[config.mk]
export PLATFORM = sky130hd
export DESIGN_NAME = serial_command_frame_parser_flat
export DESIGN_NICKNAME = d
export VERILOG_FILES = /design/src/scfp_pkg.sv /design/src/scfp_if.sv /design/src/serial_command_frame_parser.sv /design/src/flat_wrapper.sv
export SDC_FILE = /design/constraint.sdc
export NUM_CORES = 1
export LEC_CHECK = 0
export BUFFER_PORTS_ARGS = -buffer_cell sky130_fd_sc_hd__buf_2
export CORE_MARGIN = 10
export CORE_UTILIZATION = 55
export CTS_CLUSTER_DIAMETER = 40
export DETAILED_ROUTE_END_ITERATION = 16
export PLACE_DENSITY = 0.76
export SLEW_MARGIN = 10
export SYNTH_ARGS = -nofsm -noshare
export SYNTH_HDL_FRONTEND = slang
export SYNTH_SLANG_ARGS = --single-unit
[constraint.sdc]
create_clock -name clk -period 4.79 [get_ports clk]
set_clock_uncertainty 0.05 [all_clocks]
set_input_delay 0.479 -clock clk [delete_from_list [all_inputs] [get_ports clk]]
set_output_delay 0.479 -clock clk [all_outputs]
set_load 0.01 [all_outputs]
[src/scfp_pkg.sv]
`timescale 1ns / 1ps
// ----------------------------------------------------------------------------
// scfp_pkg: serial command frame parser definitions
// Types, character codes, command codes and opcode decoding.
// ----------------------------------------------------------------------------
package scfp_pkg;

	localparam int BYTE_W          = 8;
	localparam int CMD_W           = 3;
	localparam int ARG_W           = 11;
	localparam int ACC_W           = 10;
	localparam int FRAME_CHARS_DEF = 4;

	typedef logic [BYTE_W-1:0]       byte_t;
	typedef logic [CMD_W-1:0]        cmd_t;
	typedef logic signed [ARG_W-1:0] arg_t;
	typedef logic [ACC_W-1:0]        acc_t;

	localparam byte_t CHR_NUL = 8'h00;
	localparam byte_t CHR_LF  = 8'h0A;
	localparam byte_t CHR_CR  = 8'h0D;
	localparam byte_t CHR_0   = 8'h30;
	localparam byte_t CHR_9   = 8'h39;
	localparam byte_t OP_A    = 8'h41;
	localparam byte_t OP_S    = 8'h53;
	localparam byte_t OP_W    = 8'h57;
	localparam byte_t OP_R    = 8'h52;
	localparam byte_t OP_L    = 8'h4C;
	localparam byte_t OP_F    = 8'h46;

	localparam acc_t ARG_MAX = 10'd999;

	localparam cmd_t CMD_ANGLE       = 3'd0;
	localparam cmd_t CMD_STOP_LIGHT  = 3'd1;
	localparam cmd_t CMD_LIGHTS      = 3'd2;
	localparam cmd_t CMD_BLINK_RIGHT = 3'd3;
	localparam cmd_t CMD_BLINK_LEFT  = 3'd4;
	localparam cmd_t CMD_SPEED       = 3'd5;
	localparam cmd_t CMD_UNKNOWN     = 3'd6;

	function automatic cmd_t map_opcode(input byte_t op);
		cmd_t c;
		unique case (op)
			OP_A:    c = CMD_ANGLE;
			OP_S:    c = CMD_STOP_LIGHT;
			OP_W:    c = CMD_LIGHTS;
			OP_R:    c = CMD_BLINK_RIGHT;
			OP_L:    c = CMD_BLINK_LEFT;
			OP_F:    c = CMD_SPEED;
			default: c = CMD_UNKNOWN;
		endcase
		return c;
	endfunction

endpackage

[src/scfp_if.sv]
`timescale 1ns / 1ps
// ----------------------------------------------------------------------------
// scfp_if: serial command frame parser channels
// Valid/ready channels for received bytes and decoded commands.
// ----------------------------------------------------------------------------
interface scfp_rx_if import scfp_pkg::*; ();
	logic  valid;
	logic  ready;
	byte_t rx_byte;

	modport source (output valid, output rx_byte, input ready);
	modport sink   (input valid, input rx_byte, output ready);
endinterface

interface scfp_cmd_if import scfp_pkg::*; ();
	logic  valid;
	logic  ready;
	cmd_t  command;
	byte_t opcode_byte;
	arg_t  argument;

	modport source (output valid, output command, output opcode_byte, output argument,
		input ready);
	modport sink   (input valid, input command, input opcode_byte, input argument,
		output ready);
endinterface

[src/serial_command_frame_parser.sv]
`timescale 1ns / 1ps
// ----------------------------------------------------------------------------
// serial_command_frame_parser
// Gathers received bytes into frames and emits one decoded command per frame.
// ----------------------------------------------------------------------------
// A frame's last byte, once in the input register, passes through decode and
// accumulate logic into the result register, which then holds the command.
// Throughput: one byte per cycle unless a waiting command stalls; input and
// result registers are separated by a single pass of decode and accumulate logic.
// Reset: arst_n clears the frame state and both valid flags; no fill pass.
// ----------------------------------------------------------------------------
module serial_command_frame_parser import scfp_pkg::*; #(
	parameter int FRAME_CHARS = FRAME_CHARS_DEF
) (
	input  logic              clk,
	input  logic              arst_n,
	scfp_rx_if.sink           rx,
	scfp_cmd_if.source        cmd
);

	localparam int CNT_W = $clog2(FRAME_CHARS + 1);
	localparam logic [CNT_W-1:0] CNT_FULL = CNT_W'(FRAME_CHARS);

	logic             valid_s1;
	byte_t            byte_s1;
	logic             adv;

	logic [CNT_W-1:0] cnt_q;
	byte_t            op_q;
	acc_t             acc_q;
	logic             bad_q;

	logic             out_valid_q;
	cmd_t             out_cmd_q;
	byte_t            out_op_q;
	arg_t             out_arg_q;

	logic             is_term;
	logic             is_digit;
	logic [CNT_W-1:0] cnt_d;
	byte_t            op_d;
	acc_t             acc_d;
	logic             bad_d;
	logic             emit;
	byte_t            emit_op;
	acc_t             emit_acc;
	logic             emit_bad;
	logic [13:0]      acc_mul;

	assign adv      = !out_valid_q || cmd.ready;
	assign rx.ready = !valid_s1 || adv;

	always_ff @(posedge clk or negedge arst_n) begin
		if (!arst_n) begin
			valid_s1 <= 1'b0;
		end else if (rx.ready) begin
			valid_s1 <= rx.valid;
		end
	end

	always_ff @(posedge clk) begin
		if (rx.ready && rx.valid) begin
			byte_s1 <= rx.rx_byte;
		end
	end

	always_comb begin
		is_term  = (byte_s1 == CHR_NUL) || (byte_s1 == CHR_LF) || (byte_s1 == CHR_CR);
		is_digit = (byte_s1 >= CHR_0) && (byte_s1 <= CHR_9);
		acc_mul  = {1'b0, acc_q, 3'b000} + {3'b000, acc_q, 1'b0}
			+ 14'(byte_s1[3:0]);
		cnt_d    = cnt_q;
		op_d     = op_q;
		acc_d    = acc_q;
		bad_d    = bad_q;
		emit     = 1'b0;
		emit_op  = op_q;
		emit_acc = acc_q;
		emit_bad = bad_q;
		if (is_term) begin
			emit  = (cnt_q != '0);
			cnt_d = '0;
			acc_d = '0;
			bad_d = 1'b0;
		end else begin
			if (cnt_q == '0) begin
				op_d  = byte_s1;
				acc_d = '0;
				bad_d = 1'b0;
			end else if (!bad_q) begin
				if (is_digit) begin
					acc_d = (acc_mul > 14'(ARG_MAX)) ? ARG_MAX : acc_mul[ACC_W-1:0];
				end else begin
					bad_d = 1'b1;
				end
			end
			cnt_d    = cnt_q + 1'b1;
			emit_op  = op_d;
			emit_acc = acc_d;
			emit_bad = bad_d;
			if (cnt_d >= CNT_FULL) begin
				emit  = 1'b1;
				cnt_d = '0;
				acc_d = '0;
				bad_d = 1'b0;
			end
		end
	end

	always_ff @(posedge clk or negedge arst_n) begin
		if (!arst_n) begin
			cnt_q <= '0;
			acc_q <= '0;
			bad_q <= 1'b0;
		end else if (valid_s1 && adv) begin
			cnt_q <= cnt_d;
			acc_q <= acc_d;
			bad_q <= bad_d;
		end
	end

	always_ff @(posedge clk) begin
		if (valid_s1 && adv) begin
			op_q <= op_d;
		end
	end

	always_ff @(posedge clk or negedge arst_n) begin
		if (!arst_n) begin
			out_valid_q <= 1'b0;
		end else if (adv) begin
			out_valid_q <= valid_s1 && emit;
		end
	end

	always_ff @(posedge clk) begin
		if (adv && valid_s1 && emit) begin
			out_cmd_q <= map_opcode(emit_op);
			out_op_q  <= emit_op;
			out_arg_q <= emit_bad ? '1 : {1'b0, emit_acc};
		end
	end

	assign cmd.valid       = out_valid_q;
	assign cmd.command     = out_cmd_q;
	assign cmd.opcode_byte = out_op_q;
	assign cmd.argument    = out_arg_q;

`ifndef SYNTHESIS
	a_cnt_range: assert property (@(posedge clk) disable iff (!arst_n)
		cnt_q < CNT_FULL)
		else $error("frame count out of range");

	a_term_clears: assert property (@(posedge clk) disable iff (!arst_n)
		(valid_s1 && adv && is_term) |=> (cnt_q == '0 && acc_q == '0 && !bad_q))
		else $error("terminator did not clear frame");

	a_arg_range: assert property (@(posedge clk) disable iff (!arst_n)
		out_valid_q |-> (out_arg_q == -11'sd1 || (!out_arg_q[ARG_W-1]
			&& out_arg_q[ACC_W-1:0] <= ARG_MAX)))
		else $error("argument out of range");

	a_cmd_match: assert property (@(posedge clk) disable iff (!arst_n)
		out_valid_q |-> (out_cmd_q == map_opcode(out_op_q)))
		else $error("command does not match opcode");
`endif

endmodule
[src/flat_wrapper.sv]
// flat-port wrapper written by rule: the top's interface ports become plain ports
module serial_command_frame_parser_flat import scfp_pkg::*;
#(
	parameter int FRAME_CHARS = FRAME_CHARS_DEF
)
  (clk, arst_n, rx_valid, rx_rx_byte, rx_ready, cmd_valid, cmd_command, cmd_opcode_byte, cmd_argument, cmd_ready);
  scfp_rx_if rx_i ();
  scfp_cmd_if cmd_i ();
  input  logic clk;
  input  logic arst_n;
  input wire logic [$bits(rx_i.valid)-1:0] rx_valid;
  input wire logic [$bits(rx_i.rx_byte)-1:0] rx_rx_byte;
  output wire logic [$bits(rx_i.ready)-1:0] rx_ready;
  output wire logic [$bits(cmd_i.valid)-1:0] cmd_valid;
  output wire logic [$bits(cmd_i.command)-1:0] cmd_command;
  output wire logic [$bits(cmd_i.opcode_byte)-1:0] cmd_opcode_byte;
  output wire logic [$bits(cmd_i.argument)-1:0] cmd_argument;
  input wire logic [$bits(cmd_i.ready)-1:0] cmd_ready;
  assign rx_i.valid = rx_valid;
  assign rx_i.rx_byte = rx_rx_byte;
  assign rx_ready = rx_i.ready;
  assign cmd_valid = cmd_i.valid;
  assign cmd_command = cmd_i.command;
  assign cmd_opcode_byte = cmd_i.opcode_byte;
  assign cmd_argument = cmd_i.argument;
  assign cmd_i.ready = cmd_ready;
  serial_command_frame_parser #(.FRAME_CHARS(FRAME_CHARS)) u_core (.clk(clk), .arst_n(arst_n), .rx(rx_i), .cmd(cmd_i));
endmodule
Word level (Yosys, flattened, before mapping)
Index checks and enable logic that the tools add are counted.
{"block": "totals", "wordCells": 61, "out_inout_bits": 24, "regBits": 54}
{"block": "op_classes", "eq_ne": 8, "n_lt_le_gt_ge": 4, "addsub": 3, "n_mux": 21, "n_reduce_logical": 14}
{"cell": "10-bit 2-to-1 mux", "count": 7}
{"cell": "8-bit by 7-bit == test with 1-bit output (second input constant)", "count": 6}
{"cell": "3-bit case mux with 6 select lines", "count": 1}
{"cell": "8-bit by 4-bit == test with 1-bit output (second input constant)", "count": 2}
{"cell": "8-bit 2-to-1 mux", "count": 2}
{"cell": "13-bit by 11-bit adder with 14-bit output", "count": 1}
{"cell": "14-bit by 4-bit adder with 14-bit output", "count": 1}
{"cell": "14-bit by 10-bit > comparator with 1-bit output (second input constant)", "count": 1}
{"cell": "11-bit 2-to-1 mux", "count": 1}
{"cell": "8-bit by 6-bit >= comparator with 1-bit output (second input constant)", "count": 1}
{"cell": "8-bit by 6-bit <= comparator with 1-bit output (second input constant)", "count": 1}
{"cell": "8-bit logical NOT", "count": 1}
{"cell": "1-bit 2-to-1 mux", "count": 8}
{"cell": "3-bit 2-to-1 mux", "count": 2}
{"cell": "1-bit logical AND", "count": 5}
{"cell": "1-bit logical OR", "count": 4}
{"cell": "3-bit by 1-bit adder with 3-bit output (second input constant)", "count": 1}
{"cell": "3-bit >= comparator (second input constant)", "count": 1}
{"cell": "3-bit logical NOT", "count": 1}
{"cell": "3-bit nonzero test", "count": 1}
{"cell": "1-bit logical NOT", "count": 2}

Logic depth before layout (Yosys ltp)
Gate-level depths: netlist of run 1.
{"block": "depth", "word_depth": 9, "mapped_depth": 11, "depth_no_buf": 10}

Least setup slack after synthesis of run 1
OpenSTA, ideal clock, no wires.
{"block": "synth_path", "path_kind": "reg2reg", "from": "register u_core.byte_s1[2]", "to": "register u_core.out_arg_q[0], in the netlist u_core.cmd.argument[0] (enable)", "slack_ns": 0.949, "required_ns": 4.295, "path_stages_with_launch": 8, "path_buffers": 1, "period_less_slack_ns": 3.841, "arrival_ns": 3.345, "path_cell_list": "edfxtp_1 > or3b_1 > a21oi_2 > o21ai_2 > buf_6 > nor2_1 > a211oi_1 > a311oi_1"}
{"block": "synth_between", "elab_chain_cells": 5, "elab_cells_between_ends": 7, "classes_between": "2 x eq/ne; 1 x mux; 4 x reduce/logical"}
{"element": "from (decl)", "line": "serial_command_frame_parser.sv:25", "source": "byte_t byte_s1;"}
{"element": "from (signal assigned)", "line": "serial_command_frame_parser.sv:63", "source": "byte_s1 <= rx.rx_byte;"}
{"element": "8-bit by 4-bit == test with 1-bit output / 8-bit logical NOT (equally long branches)", "line": "serial_command_frame_parser.sv:68", "source": "is_term = (byte_s1 == CHR_NUL) || (byte_s1 == CHR_LF) || (byte_s1 == CHR_CR);"}
{"element": "1-bit logical OR", "line": "serial_command_frame_parser.sv:68"}
{"element": "1-bit logical OR *", "line": "serial_command_frame_parser.sv:68"}
{"element": "1-bit 2-to-1 mux *", "line": "serial_command_frame_parser.sv:80", "source": "if (is_term) begin"}
{"element": "1-bit logical AND *", "line": "serial_command_frame_parser.sv:137", "source": "if (adv && valid_s1 && emit) begin"}
{"element": "to (signal assigned)", "line": "serial_command_frame_parser.sv:140", "source": "out_arg_q <= emit_bad ? '1 : {1'b0, emit_acc};"}
{"element": "to (decl)", "line": "serial_command_frame_parser.sv:36", "source": "arg_t out_arg_q;"}
Every way passes the cells marked *; elsewhere a longest branch is shown, timed or not.
A chain may end at the register's enable or synchronous reset.

Final worst setup path of run 1
{"block": "layout_path", "from": "register u_core.byte_s1[3]", "to": "register u_core.out_arg_q[0], in the netlist u_core.cmd.argument[0] (data pin)"}
{"block": "layout_between", "elab_chain_cells": 7, "elab_cells_between_ends": 19, "classes_between": "1 x add/sub; 3 x order compare; 2 x eq/ne; 9 x mux; 4 x reduce/logical"}
{"element": "14-bit by 4-bit adder with 14-bit output", "line": "serial_command_frame_parser.sv:71", "source": "+ 14'(byte_s1[3:0]);"}
{"element": "14-bit by 10-bit > comparator with 1-bit output", "line": "serial_command_frame_parser.sv:92", "source": "acc_d = (acc_mul > 14'(ARG_MAX)) ? ARG_MAX : acc_mul[ACC_W-1:0];"}
{"element": "10-bit 2-to-1 mux", "line": "serial_command_frame_parser.sv:92"}
{"element": "10-bit 2-to-1 mux", "line": "serial_command_frame_parser.sv:91", "source": "if (is_digit) begin"}
{"element": "10-bit 2-to-1 mux", "line": "serial_command_frame_parser.sv:90", "source": "end else if (!bad_q) begin"}
{"element": "10-bit 2-to-1 mux", "line": "serial_command_frame_parser.sv:86", "source": "if (cnt_q == '0) begin"}
{"element": "10-bit 2-to-1 mux", "line": "serial_command_frame_parser.sv:80"}
Several ways; a longest one is shown, not always the timed one.

==> run_results.csv, run 1 <==
group,metric,value,unit
critical_path,kind_of_critical_path,"reg2reg",
yosys,ys_top_cells_by_area,"sky130_fd_sc_hd__edfxtp_1, sky130_fd_sc_hd__dfrtp_1, sky130_fd_sc_hd__ha_1, sky130_fd_sc_hd__nand2_1, sky130_fd_sc_hd__o21ai_0",
cts,cts-root-to-sink-buffers,2,
global_route,globalRouteOverflowTotal,0,
final_layout,syn_to_final_growth,10.6,%
yosys,synthMostInstantiatedCell,"sky130_fd_sc_hd__nand2_1",
yosys,synth.lib_cells_used.distinct,58,
critical_path,rrSetupSlack,1.14,ns
yosys,ys.warnings.count,0,
cts,postCtsHoldBufs,0,
routing,detail_route.drc_violations,0,
floorplan,ioPinCount,36,
floorplan,die-width,95.4,um
floorplan,core.rowCount,27,
placement,globalplace.congestion,0.895,
cts,worstSkewPairLatency,0.31,ns
yosys,yosys.area.top_type_share,36.5,%
routing,detail_route.iter0.violations,237,
flow_run,max_cap_viol_count,0,
floorplan,floorplan.die.height,95.4,um
global_route,first_global_vias,2307,
yosys,syn_nets,335,
yosys,post-synth-top-area-cell,"sky130_fd_sc_hd__edfxtp_1",
routing,wl_per_cell,17.1,um
critical_path,regToRegEndpoint,"u_core.cmd.argument[0]$_SDFFCE_PP1P_",
yosys,synth_compound_area_share,18.2,%
global_route,grt_max_degree,22,
final_layout,multi_input_comb_area,1500,um2
sta,report.final.setup_viol,0,
critical_path,worstRegToRegCells,9,
critical_path,timing.critical_path.from_type,"register",
routing,dr.pass1.iters,4,
sta,setup_repair_after_global_routing_missed_its_margin,"no",
yosys,synth-seq-area-share,49.3,%
critical_path,r2r_start,"u_core.byte_s1[3]$_DFFE_PP_",
global_route,grt_first_pass_wirelength,11.2,mm
yosys,post_synth_xor_area_fraction,2.52,%
yosys,postSynth.asyncResetShare,29.6,%
status,run_status,"complete, no violations",
yosys,ys_dominant_reg_cell,"sky130_fd_sc_hd__edfxtp_1",
floorplan,design.die.area,9110,um2
cts,tritoncts_clock_tree,"built",
yosys,postSynthCellCount,300,
cts,numClockSinks,54,
routing,route.antenna.remaining_nets,0,
cts,cts_buffers,5,
cts,cts.root.buffer_cell,"sky130_fd_sc_hd__clkbuf_8",
placement,placement.setup.worst_slack,1.17,ns
routing,route.final.wire_length,6.96,mm
yosys,synth_adder_area_share,9.68,%
routing,via_count,2459,
final_layout,final.fill_count,480,
critical_path,timing.critical_path.required,4.80,ns
sta,setup_total_negative_slack,0,ns
final_layout,num-nets-final,369,
placement,hpwl,5.19,mm
global_route,global_route.usage.total,15.6,%
yosys,synth-edff-count,38,
sta,timing.final.crit_share,76.1,%
cts,path_clk_slew,0.10,ns
sta,final_hold_viol_count,0,
critical_path,worstPathMaxFanout,11,
critical_path,critical_path_at,3.66,ns
final_layout,diodes,0,
sta,max_freq,274,MHz
yosys,synthesis.area,3130,um2
yosys,synth_seq_cells,54,
final_layout,stdcell_count,407,
sta,post-route-min-period,3.65,ns
cts,cts_setup_buffers,0,
cts,cts_resized,0,
floorplan,placeable_core_region,5510,um2
sta,final-max-slew-violation-count,0,
sta,worst_slack,1.14,ns
yosys,muxShareOfSynthArea,0.960,%
floorplan,floorplan.initialDensity,56.8,%
critical_path,timing.critical_path.to_type,"register",
yosys,synth_simple_gate_area_share,16.0,%
yosys,synth.top_cells.by_count,"sky130_fd_sc_hd__nand2_1, sky130_fd_sc_hd__edfxtp_1, sky130_fd_sc_hd__o21ai_0, sky130_fd_sc_hd__ha_1, sky130_fd_sc_hd__nor2_1",
routing,via_per_inst,6.04,
placement,port_buffers,35,
placement,numPlacedInstances,399,
yosys,dominant_combinational_cell_family_by_area_after_synthesis,"compound AO/OA/AOI/OAI gates",
power_and_ir_drop,irDropWorstVdd,0.319,mV
cts,cts.htree.levels,2,
final_layout,drive_above_1_share,17.6,%
sta,worst_slew_pin_slew,0.692,ns
power_and_ir_drop,power_density,428,nW/um2
global_route,antenna_found_initial,0,
final_layout,register_area,1540,um2
worst_hold_path,hp-class,"in2async",
sta,slew_headroom,53.5,%
power_and_ir_drop,cellLeakagePower,1.47,nW
yosys,postSynthAreaPerCell,10.4,um2
==> cell usage in the layout (no fill, tap or decap), drive strengths merged, types with 2 or more instances in the layout <==
master  count
nand2      39
edfxtp     38
buf        36
o21ai      31
ha         21
nor2       20
dfrtp      16
inv        16
a21oi      13
nand3      11
nor3        8
clkbuf      7
xnor2       6
nand2b      5
a31oi       5
a211oi      5
o22ai       4
o31ai       4
a21o        4
nand4       4
nor4        3
mux2i       3
xor2        3
o221a       3
and2        3
nand3b      2
fa          2
o21a        2
o211ai      2
==> area by class of cell <==
| cell class | instances | share of cell area [%] |
|---|---|---|
| Multi-Input combinational cell | 220 | 43.3 |
| Clock inverter | 1 | 0.217 |
| Inverter | 17 | 1.84 |
| Timing Repair Buffer | 36 | 5.28 |
| Tap cell | 72 | 2.60 |
| Sequential cell | 54 | 44.5 |
| Clock buffer | 7 | 2.21 |
==> stage by stage <==
step	power, mW	hold slack [ns]	utilization, %	cell area [um2]
floorplan	1.08	0.133	-	3130
global placement	1.22	0.364	61.3	3380
detailed placement	1.23	0.378	61.3	3380
CTS	1.48	0.0376	62.8	3460
global route	1.58	0.0419	62.8	3460
finish	1.48	0.0426	62.8	3460
==> where the power goes <==
part | total, mW | switching (mW) | internal (mW)
combinational | 0.544 | 0.352 | 0.192
clock | 0.252 | 0.149 | 0.104
sequential | 0.686 | 0.0512 | 0.635
total | 1.48 | 0.552 | 0.931
==> worst max-delay path by stage <==
stage	endpoint	startpoint	cells after the start
3_3_place_gp	u_core.cmd.argument[0]$_SDFFCE_PP1P_	u_core.acc_q[0]$_DFFE_PN0P_	9
6_report	u_core.cmd.argument[0]$_SDFFCE_PP1P_	u_core.byte_s1[3]$_DFFE_PP_	9
3_5_place_dp	u_core.cmd.argument[0]$_SDFFCE_PP1P_	u_core.acc_q[0]$_DFFE_PN0P_	9
4_1_cts	u_core.cmd.argument[0]$_SDFFCE_PP1P_	u_core.acc_q[0]$_DFFE_PN0P_	9
5_1_grt	u_core.cmd.argument[0]$_SDFFCE_PP1P_	u_core.byte_s1[3]$_DFFE_PP_	9
2_1_floorplan	u_core.cmd.argument[0]$_SDFFCE_PP1P_	u_core.byte_s1[2]$_DFFE_PP_	7
==> logic make-up (layout without fill, tap and decap cells) <==
logic type,after synthesis,count (layout)
fa+ha+maj,23,23
compound gates,82,82
simple gates,103,103
buf+inv,26,61
mux,3,3
flops,54,54
xor+xnor,9,9
==> worst max-delay path: stages, from the launching register on <==
cell and delay [ns]:
sky130_fd_sc_hd__edfxtp_1 0.47, sky130_fd_sc_hd__fa_1 0.51, sky130_fd_sc_hd__fa_1 0.48, sky130_fd_sc_hd__a21o_1 0.21
sky130_fd_sc_hd__a21oi_1 0.21, sky130_fd_sc_hd__o21ai_0 0.16, sky130_fd_sc_hd__mux2i_1 0.16, sky130_fd_sc_hd__nand4_1 0.39
sky130_fd_sc_hd__or2_2 0.49, sky130_fd_sc_hd__o221a_2 0.26
==> flip-flops by register name, indices dropped and copies added (netlist names), 3 cells and up <==
register,cells
u_core.acc_q,10
u_core.op_q,8
u_core.cnt_q,3
u_core.cmd.argument,11
u_core.byte_s1,8
u_core.cmd.command,3
u_core.cmd.opcode_byte,8
==> layer usage <==
metal	global-route usage, %	vias to the layer above	routed length, um
met5	0	-	0
met4	5.16	0	76
met3	3.85	10	551
met2	22.8	103	3080
met1	22.0	1169	3250
li1	-	1177	-
No activity file was read; power rests on OpenSTA's default activity.
==> run 2: changes to the inputs <==
--- a/config.mk
+++ b/config.mk
@@ -5,12 +5,13 @@
 export SDC_FILE = /design/constraint.sdc
 export NUM_CORES = 1
 export LEC_CHECK = 0
+export ABC_AREA = 1
 export BUFFER_PORTS_ARGS = -buffer_cell sky130_fd_sc_hd__buf_2
 export CORE_MARGIN = 10
 export CORE_UTILIZATION = 55
 export CTS_CLUSTER_DIAMETER = 40
 export DETAILED_ROUTE_END_ITERATION = 16
-export PLACE_DENSITY = 0.76
+export PLACE_DENSITY = 0.75
 export SLEW_MARGIN = 10
 export SYNTH_ARGS = -nofsm -noshare
 export SYNTH_HDL_FRONTEND = slang
==> constraint.sdc (replaced) <==
create_clock -name clk -period 3.5 [get_ports clk]
set_clock_uncertainty 0.05 [all_clocks]
set_input_delay 0.35 -clock clk [delete_from_list [all_inputs] [get_ports clk]]
set_output_delay 0.35 -clock clk [all_outputs]
set_load 0.01 [all_outputs]
==> run 2 against run 1 <==
Against the previous run: area after synthesis grew 9.8%; total power grew 49%; wire length grew 14%; critical path type unchanged; critical path depth grew 3; die area grew 7.7%; flip-flop and latch count is the same; hold slack gained 0.11 ns; combinational power grew 67%; cell area grew 8.9%; cell count grew 34%; sequential power grew 41%.
==> run_results.csv, run 2 <==
group,metric,value,unit
sta,post-route-min-period,2.95,ns
cts,cts-root-to-sink-buffers,2,
placement,placed_cell_area,3670,um2
power_and_ir_drop,total_switching_power,0.905,mW
floorplan,die-width,99.0,um
power_and_ir_drop,comb_power_share,41.0,%
floorplan,design.die.area,9800,um2
critical_path,worstPathMaxFanout,10,
placement,port_buffers,35,
cts,cts.htree.levels,2,
power_and_ir_drop,switching_share,40.9,%
status,run_status,"complete, no violations",
sta,final_hold_viol_count,0,
global_route,first_global_vias,2833,
yosys,synth.top_cells.by_count,"sky130_fd_sc_hd__nand2_1, sky130_fd_sc_hd__nand3_1, sky130_fd_sc_hd__nor2_1, sky130_fd_sc_hd__inv_1, sky130_fd_sc_hd__edfxtp_1",
cts,tritoncts_clock_tree,"built",
final_layout,largest_reg_flops,11,
yosys,synth-edff-count,38,
yosys,postSynthCellCount,432,
global_route,grt_max_degree,24,
worst_hold_path,hp-class,"in2reg",
sta,setup_total_negative_slack,0,ns
power_and_ir_drop,clock_network_fraction_of_design_power,15.4,%
power_and_ir_drop,power_density,587,nW/um2
floorplan,ioPinCount,36,
yosys,post-synth-top-area-cell,"sky130_fd_sc_hd__edfxtp_1",
yosys,ys.warnings.count,0,
sta,max_freq,338,MHz
critical_path,timing.critical_path.required,3.51,ns
sta,report.final.setup_viol,0,
yosys,postSynth.asyncResetShare,29.6,%
yosys,synthMostInstantiatedCell,"sky130_fd_sc_hd__nand2_1",
final_layout,leading_cell_types_in_the_layout_fill_and_taps_excluded,"sky130_fd_sc_hd__nand2_1, sky130_fd_sc_hd__nand3_1, sky130_fd_sc_hd__nor2_1",
yosys,synth.lib_cells_used.distinct,31,
routing,dr.pass1.iters,5,
routing,via_count,2999,
critical_path,critical_path_at,2.96,ns
floorplan,core.rowCount,28,
power_and_ir_drop,seqPwrFrac,43.6,%
yosys,synth_seq_cells,54,
yosys,syn_nets,467,
global_route,antenna_found_initial,0,
routing,wl_per_cell,14.6,um
final_layout,final.fill_count,513,
placement,hpwl,6.10,mm
floorplan,placeable_core_region,5990,um2
floorplan,floorplan.initialDensity,57.3,%
sta,timing.final.crit_share,84.4,%
cts,cts_resized,0,
cts,cts_buffers,5,
yosys,ys_top_cells_by_area,"sky130_fd_sc_hd__edfxtp_1, sky130_fd_sc_hd__nand2_1, sky130_fd_sc_hd__dfrtp_1, sky130_fd_sc_hd__ha_1, sky130_fd_sc_hd__nand3_1",
final_layout,num-nets-final,504,
sta,worst_slew_pin_slew,0.629,ns
cts,worstSkewPairLatency,0.31,ns
final_layout,diodes,0,
cts,cts.root.buffer_cell,"sky130_fd_sc_hd__clkbuf_8",
final_layout,most_common_cell_after_layout_fill_and_taps_aside,"sky130_fd_sc_hd__nand2_1",
yosys,synth-seq-area-share,44.9,%
global_route,globalRouteOverflowTotal,0,
routing,detail_route.iter0.violations,241,
routing,detail_route.drc_violations,0,
critical_path,kind_of_critical_path,"reg2reg",
routing,route.final.wire_length,7.96,mm
global_route,global_route.usage.total,16.0,%
sta,final-max-slew-violation-count,0,
critical_path,timing.critical_path.to_type,"register",
global_route,grt_first_pass_wirelength,13.2,mm
yosys,synthesis.area,3430,um2
yosys,postSynthAreaPerCell,7.95,um2
final_layout,syn_to_final_growth,9.76,%
placement,globalplace.congestion,0.878,
sta,slew_headroom,58.0,%
flow_run,max_cap_viol_count,0,
yosys,ys_dominant_reg_cell,"sky130_fd_sc_hd__edfxtp_1",
critical_path,timing.critical_path.from_type,"register",
yosys,yosys.area.top_type_share,33.2,%
final_layout,stdcell_area,3770,um2
power_and_ir_drop,cellLeakagePower,1.90,nW
cts,cts_setup_buffers,0,
cts,path_clk_slew,0.10,ns
power_and_ir_drop,internal_power,1.31,mW
routing,via_per_inst,5.50,
final_layout,drive_above_1_share,14.5,%
floorplan,floorplan.die.height,99.0,um
power_and_ir_drop,irDropWorstVdd,0.397,mV
cts,numClockSinks,54,
routing,route.antenna.remaining_nets,0,
sta,setup_repair_after_global_routing_missed_its_margin,"no",
==> run 2: cell types whose count changed after synthesis, sizes merged, moves of 4 or more <==
cell    before  now
nand3       11   52
a21oi       13    8
inv         16   46
a21o         4    0
xnor2        6    2
nand2b       5    0
a211oi       5    0
a31oi        5    0
nand2       39  154
o31ai        4    0
nor2        20   50
o22ai        4    0
o21ai       31   21
==> run 2: path summary, 6_finish.rpt <==
kind	end	depth (start not counted)	slack, ns	start
worst max-delay path	u_core.cmd.argument[5]$_SDFFCE_PP1P_	12	0.55	u_core.acc_q[0]$_DFFE_PN0P_
worst min-delay path	u_core.byte_s1[0]$_DFFE_PP_	1	0.16	rx_rx_byte[0]
worst max register to register	u_core.cmd.argument[5]$_SDFFCE_PP1P_	12	0.55	u_core.acc_q[0]$_DFFE_PN0P_
worst min register to register	u_core.bad_q$_DFFE_PN0P_	1	0.49	u_core.bad_q$_DFFE_PN0P_
max in group asynchronous	u_core.acc_q[4]$_DFFE_PN0P_	2	2.68	arst_n
min in group asynchronous	u_core.acc_q[6]$_DFFE_PN0P_	2	0.44	arst_n
==> run 2: cell type report <==
class | instances | area [um2] | area share, %
Clock buffer | 5 | 68.8 | 1.83
Inverter | 46 | 173 | 4.58
Timing Repair Buffer | 37 | 193 | 5.11
Tap cell | 75 | 93.8 | 2.49
Sequential cell | 54 | 1540 | 40.9
Clock inverter | 3 | 16.3 | 0.431
Multi-Input combinational cell | 325 | 1680 | 44.7
==> run 2: metrics by stage <==
stage	power [mW]	hold WS, ns	setup WS (ns)	cells	util, %
6_report	2.21	0.157	0.545	545	62.9
3_5_place_dp	1.88	0.239	0.575	536	61.3
2_1_floorplan	1.64	0.00441	0.863	432	-
4_1_cts	2.21	0.154	0.560	545	62.9
3_3_place_gp	1.84	0.239	0.688	536	61.3
5_1_grt	2.38	0.146	0.340	545	62.9
==> run 2: what timing repair did <==
item / in CTS / in global routing
endpoints found under the hold margin: 16 / 0
hold buffers: 1 / 0
endpoints found under the setup margin: 0 / 0
==> run 2: cell families after synthesis <==
logic type / count (synthesis) / synth area share [%]
AND/OR/NAND/NOR: 269 / 34.8
flip-flops: 54 / 44.9
buffers and inverters: 53 / 6.16
AO/OA/AOI/OAI: 30 / 4.63
adder cells (fa/ha/maj): 23 / 8.82
XOR/XNOR: 3 / 0.765
==> run 2: power groups by stage <==
stage | clock network (mW) | logic, mW | registers [mW]
CTS | 0.342 | 0.905 | 0.966
detailed placement | 0 | 0.900 | 0.980
global route | 0.376 | 1.03 | 0.979
finish | 0.341 | 0.907 | 0.965
floorplan | 0 | 0.659 | 0.980
global placement | 0 | 0.867 | 0.975
==> run 2: layer usage <==
metal / routed length [um] / track usage, %
met5: 0 / 0
met1: 3520 / 20.4
met3: 598 / 3.49
met2: 3690 / 26.4
met4: 145 / 4.74
==> run 2: critical path, stage by stage (launching register included) <==
cell and delay, ns:
sky130_fd_sc_hd__dfrtp_1 0.45, sky130_fd_sc_hd__fa_1 0.56, sky130_fd_sc_hd__fa_1 0.51, sky130_fd_sc_hd__nand2_1 0.10
sky130_fd_sc_hd__nand2_1 0.08, sky130_fd_sc_hd__nand3_1 0.12, sky130_fd_sc_hd__nand3b_1 0.08, sky130_fd_sc_hd__nand2_1 0.07
sky130_fd_sc_hd__nand3_1 0.11, sky130_fd_sc_hd__nor2_4 0.23, sky130_fd_sc_hd__nand3_1 0.15, sky130_fd_sc_hd__nand3_1 0.11
sky130_fd_sc_hd__nand2_1 0.06
==> run 3: changes to the inputs <==
==> constraint.sdc (replaced) <==
create_clock -name clk -period 2.8 [get_ports clk]
set_clock_uncertainty 0.05 [all_clocks]
set_input_delay 0.28 -clock clk [delete_from_list [all_inputs] [get_ports clk]]
set_output_delay 0.28 -clock clk [all_outputs]
set_load 0.01 [all_outputs]
==> run 3 against run 2 <==
Against the previous run: sequential share of layout area shrank 1.7 points; largest power group unchanged; utilization grew 2.7 points; hold slack lost 0.064 ns; critical endpoint is now u_core.cmd.argument[9]$_SDFFCE_PP1P_; critical path type unchanged; die area is the same; non-clock buffer count grew 10; highest routed layer unchanged; maximum frequency grew 9.8%; largest cell class unchanged; cell count grew 2.0%.
==> run_results.csv, run 3 (synthesized netlist as in run 2, its figures left out) <==
group,metric,value,unit
sta,max_freq,372,MHz
routing,via_per_inst,5.45,
floorplan,core.rowCount,28,
routing,detail_route.iter0.violations,240,
floorplan,floorplan.die.height,99.0,um
final_layout,syn_to_final_growth,14.4,%
critical_path,critical_path_depth,14,
sta,worst_slack,0.110,ns
critical_path,worst-path-buf-inv,1,
sta,worst_slew_pin_slew,0.638,ns
final_layout,num-nets-final,515,
critical_path,critPathSlowestCell,"sky130_fd_sc_hd__fa_2",
placement,placement.setup.worst_slack,-0.0143,ns
final_layout,most_common_cell_after_layout_fill_and_taps_aside,"sky130_fd_sc_hd__nand2_1",
sta,setup_repair_after_global_routing_missed_its_margin,"yes",
flow_run,max_cap_viol_count,0,
routing,route.final.wire_length,8.07,mm
critical_path,timing.critical_path.to_type,"register",
cts,tritoncts_clock_tree,"built",
placement,hpwl,5.94,mm
floorplan,ioPinCount,36,
routing,dr.pass1.iters,5,
floorplan,design.die.area,9800,um2
worst_hold_path,worstHoldPathCells,1,
global_route,grt_max_degree,24,
critical_path,timing.critical_path.from_type,"register",
final_layout,largest_reg_flops,11,
critical_path,timing.critical_path.max_delay_family,"simple AND/OR/NAND/NOR gates",
final_layout,diodes,0,
floorplan,placeable_core_region,5990,um2
worst_hold_path,hp-class,"in2reg",
sta,final-max-slew-violation-count,0,
placement,globalplace.congestion,0.880,
floorplan,die-width,99.0,um
floorplan,floorplan.initialDensity,57.3,%
critical_path,crit_top_cell,"sky130_fd_sc_hd__nand2_1",
critical_path,timing.critical_path.required,2.82,ns
routing,wl_per_cell,14.5,um
sta,finalHoldWorstSlack,0.0936,ns
sta,timing.final.crit_share,96.1,%
routing,via_count,3031,
cts,worstSkewPairLatency,0.31,ns
final_layout,drive_above_1_share,18.5,%
critical_path,worstPathMaxFanout,5,
global_route,globalRouteOverflowTotal,0,
cts,cts-root-to-sink-buffers,2,
global_route,grt_first_pass_wirelength,13.1,mm
final_layout,leading_cell_types_in_the_layout_fill_and_taps_excluded,"sky130_fd_sc_hd__nand2_1, sky130_fd_sc_hd__nand3_1, sky130_fd_sc_hd__inv_1, sky130_fd_sc_hd__nor2_1, sky130_fd_sc_hd__edfxtp_1",
critical_path,critical_path_at,2.71,ns
sta,post-route-min-period,2.69,ns
cts,cts_buffers,5,
placement,port_buffers,35,
power_and_ir_drop,irDropWorstVdd,0.662,mV
global_route,antenna_found_initial,0,
power_and_ir_drop,power_density,741,nW/um2
sta,final_hold_viol_count,0,
cts,path_clk_slew,0.09,ns
power_and_ir_drop,cellLeakagePower,1.96,nW
cts,numClockSinks,54,
critical_path,worstRegToRegCells,14,
sta,slew_headroom,57.4,%
cts,cts.root.buffer_cell,"sky130_fd_sc_hd__clkbuf_8",
routing,detail_route.drc_violations,0,
critical_path,kind_of_critical_path,"reg2reg",
critical_path,worst_path_largest_cell_delay,0.42,ns
routing,route.antenna.remaining_nets,0,
status,run_status,"complete, no violations",
critical_path,critical_path.cell_chain,"buf_4, ha_1, ha_2, fa_2, nand2_1, nand2_1, nand3_1, nand3b_1, nand2_1, nand3_4, nor2_4, nand3_1, nand3_1, nand2_1",
global_route,global_route.usage.total,16.0,%
cts,cts.htree.levels,2,
global_route,first_global_vias,2827,
sta,report.final.setup_viol,0,
run 3: layer usage:
| layer | up-vias | global-route usage, % | wire length [um] |
|---|---|---|---|
| met4 | 0 | 5.29 | 151 |
| met1 | 1358 | 20.7 | 3590 |
| li1 | 1513 | - | - |
| met5 | - | 0 | 0 |
| met2 | 144 | 25.6 | 3680 |
| met3 | 16 | 3.63 | 646 |
run 3: power breakdown:
group / total, mW / switching, mW / internal (mW)
registers: 1.20 / 0.0896 / 1.11
logic: 1.19 / 0.810 / 0.384
clock network: 0.519 / 0.254 / 0.265
total: 2.91 / 1.15 / 1.76
run 3: path summary, 6_finish.rpt:
path	from	to	slack, ns
setup / recovery	u_core.acc_q[0]$_DFFE_PN0P_	u_core.cmd.argument[9]$_SDFFCE_PP1P_	0.11
hold / removal	rx_rx_byte[5]	u_core.byte_s1[5]$_DFFE_PP_	0.09
setup reg to reg	u_core.acc_q[0]$_DFFE_PN0P_	u_core.cmd.argument[9]$_SDFFCE_PP1P_	0.11
hold reg to reg	u_core.bad_q$_DFFE_PN0P_	u_core.bad_q$_DFFE_PN0P_	0.50
max in group asynchronous	arst_n	u_core.acc_q[2]$_DFFE_PN0P_	2.00
min in group asynchronous	arst_n	u_core.acc_q[6]$_DFFE_PN0P_	0.38
run 3: layout make-up:
cell class / count / area [um2]
fillers: 499 / 2060
multi-input cells: 326 / 1750
flip-flops and latches: 54 / 1540
repair buffers: 47 / 268
inverters: 46 / 173
well taps: 75 / 93.8
clock buffers: 6 / 72.6
clock inverters: 2 / 33.8
run 3: what timing repair did:
action	in CTS	in global routing
gates cloned	0	1
hold buffers	1	0
endpoints found under the setup margin	3	16
setup buffers	0	2
pin swaps	1	3
hold endpoints to repair	16	0
resized for setup	1	11
run 3: metrics by stage:
step	util [%]	std cells	cell area, um2	total power [mW]	TNS [ns]
CTS	64.3	553	3850	2.87	0
floorplan	-	432	3430	2.05	0
global route	65.6	556	3930	3.12	-0.00971
global placement	62.3	544	3730	2.31	0
detailed placement	62.3	544	3730	2.36	-0.0206
finish	65.6	556	3930	2.91	0
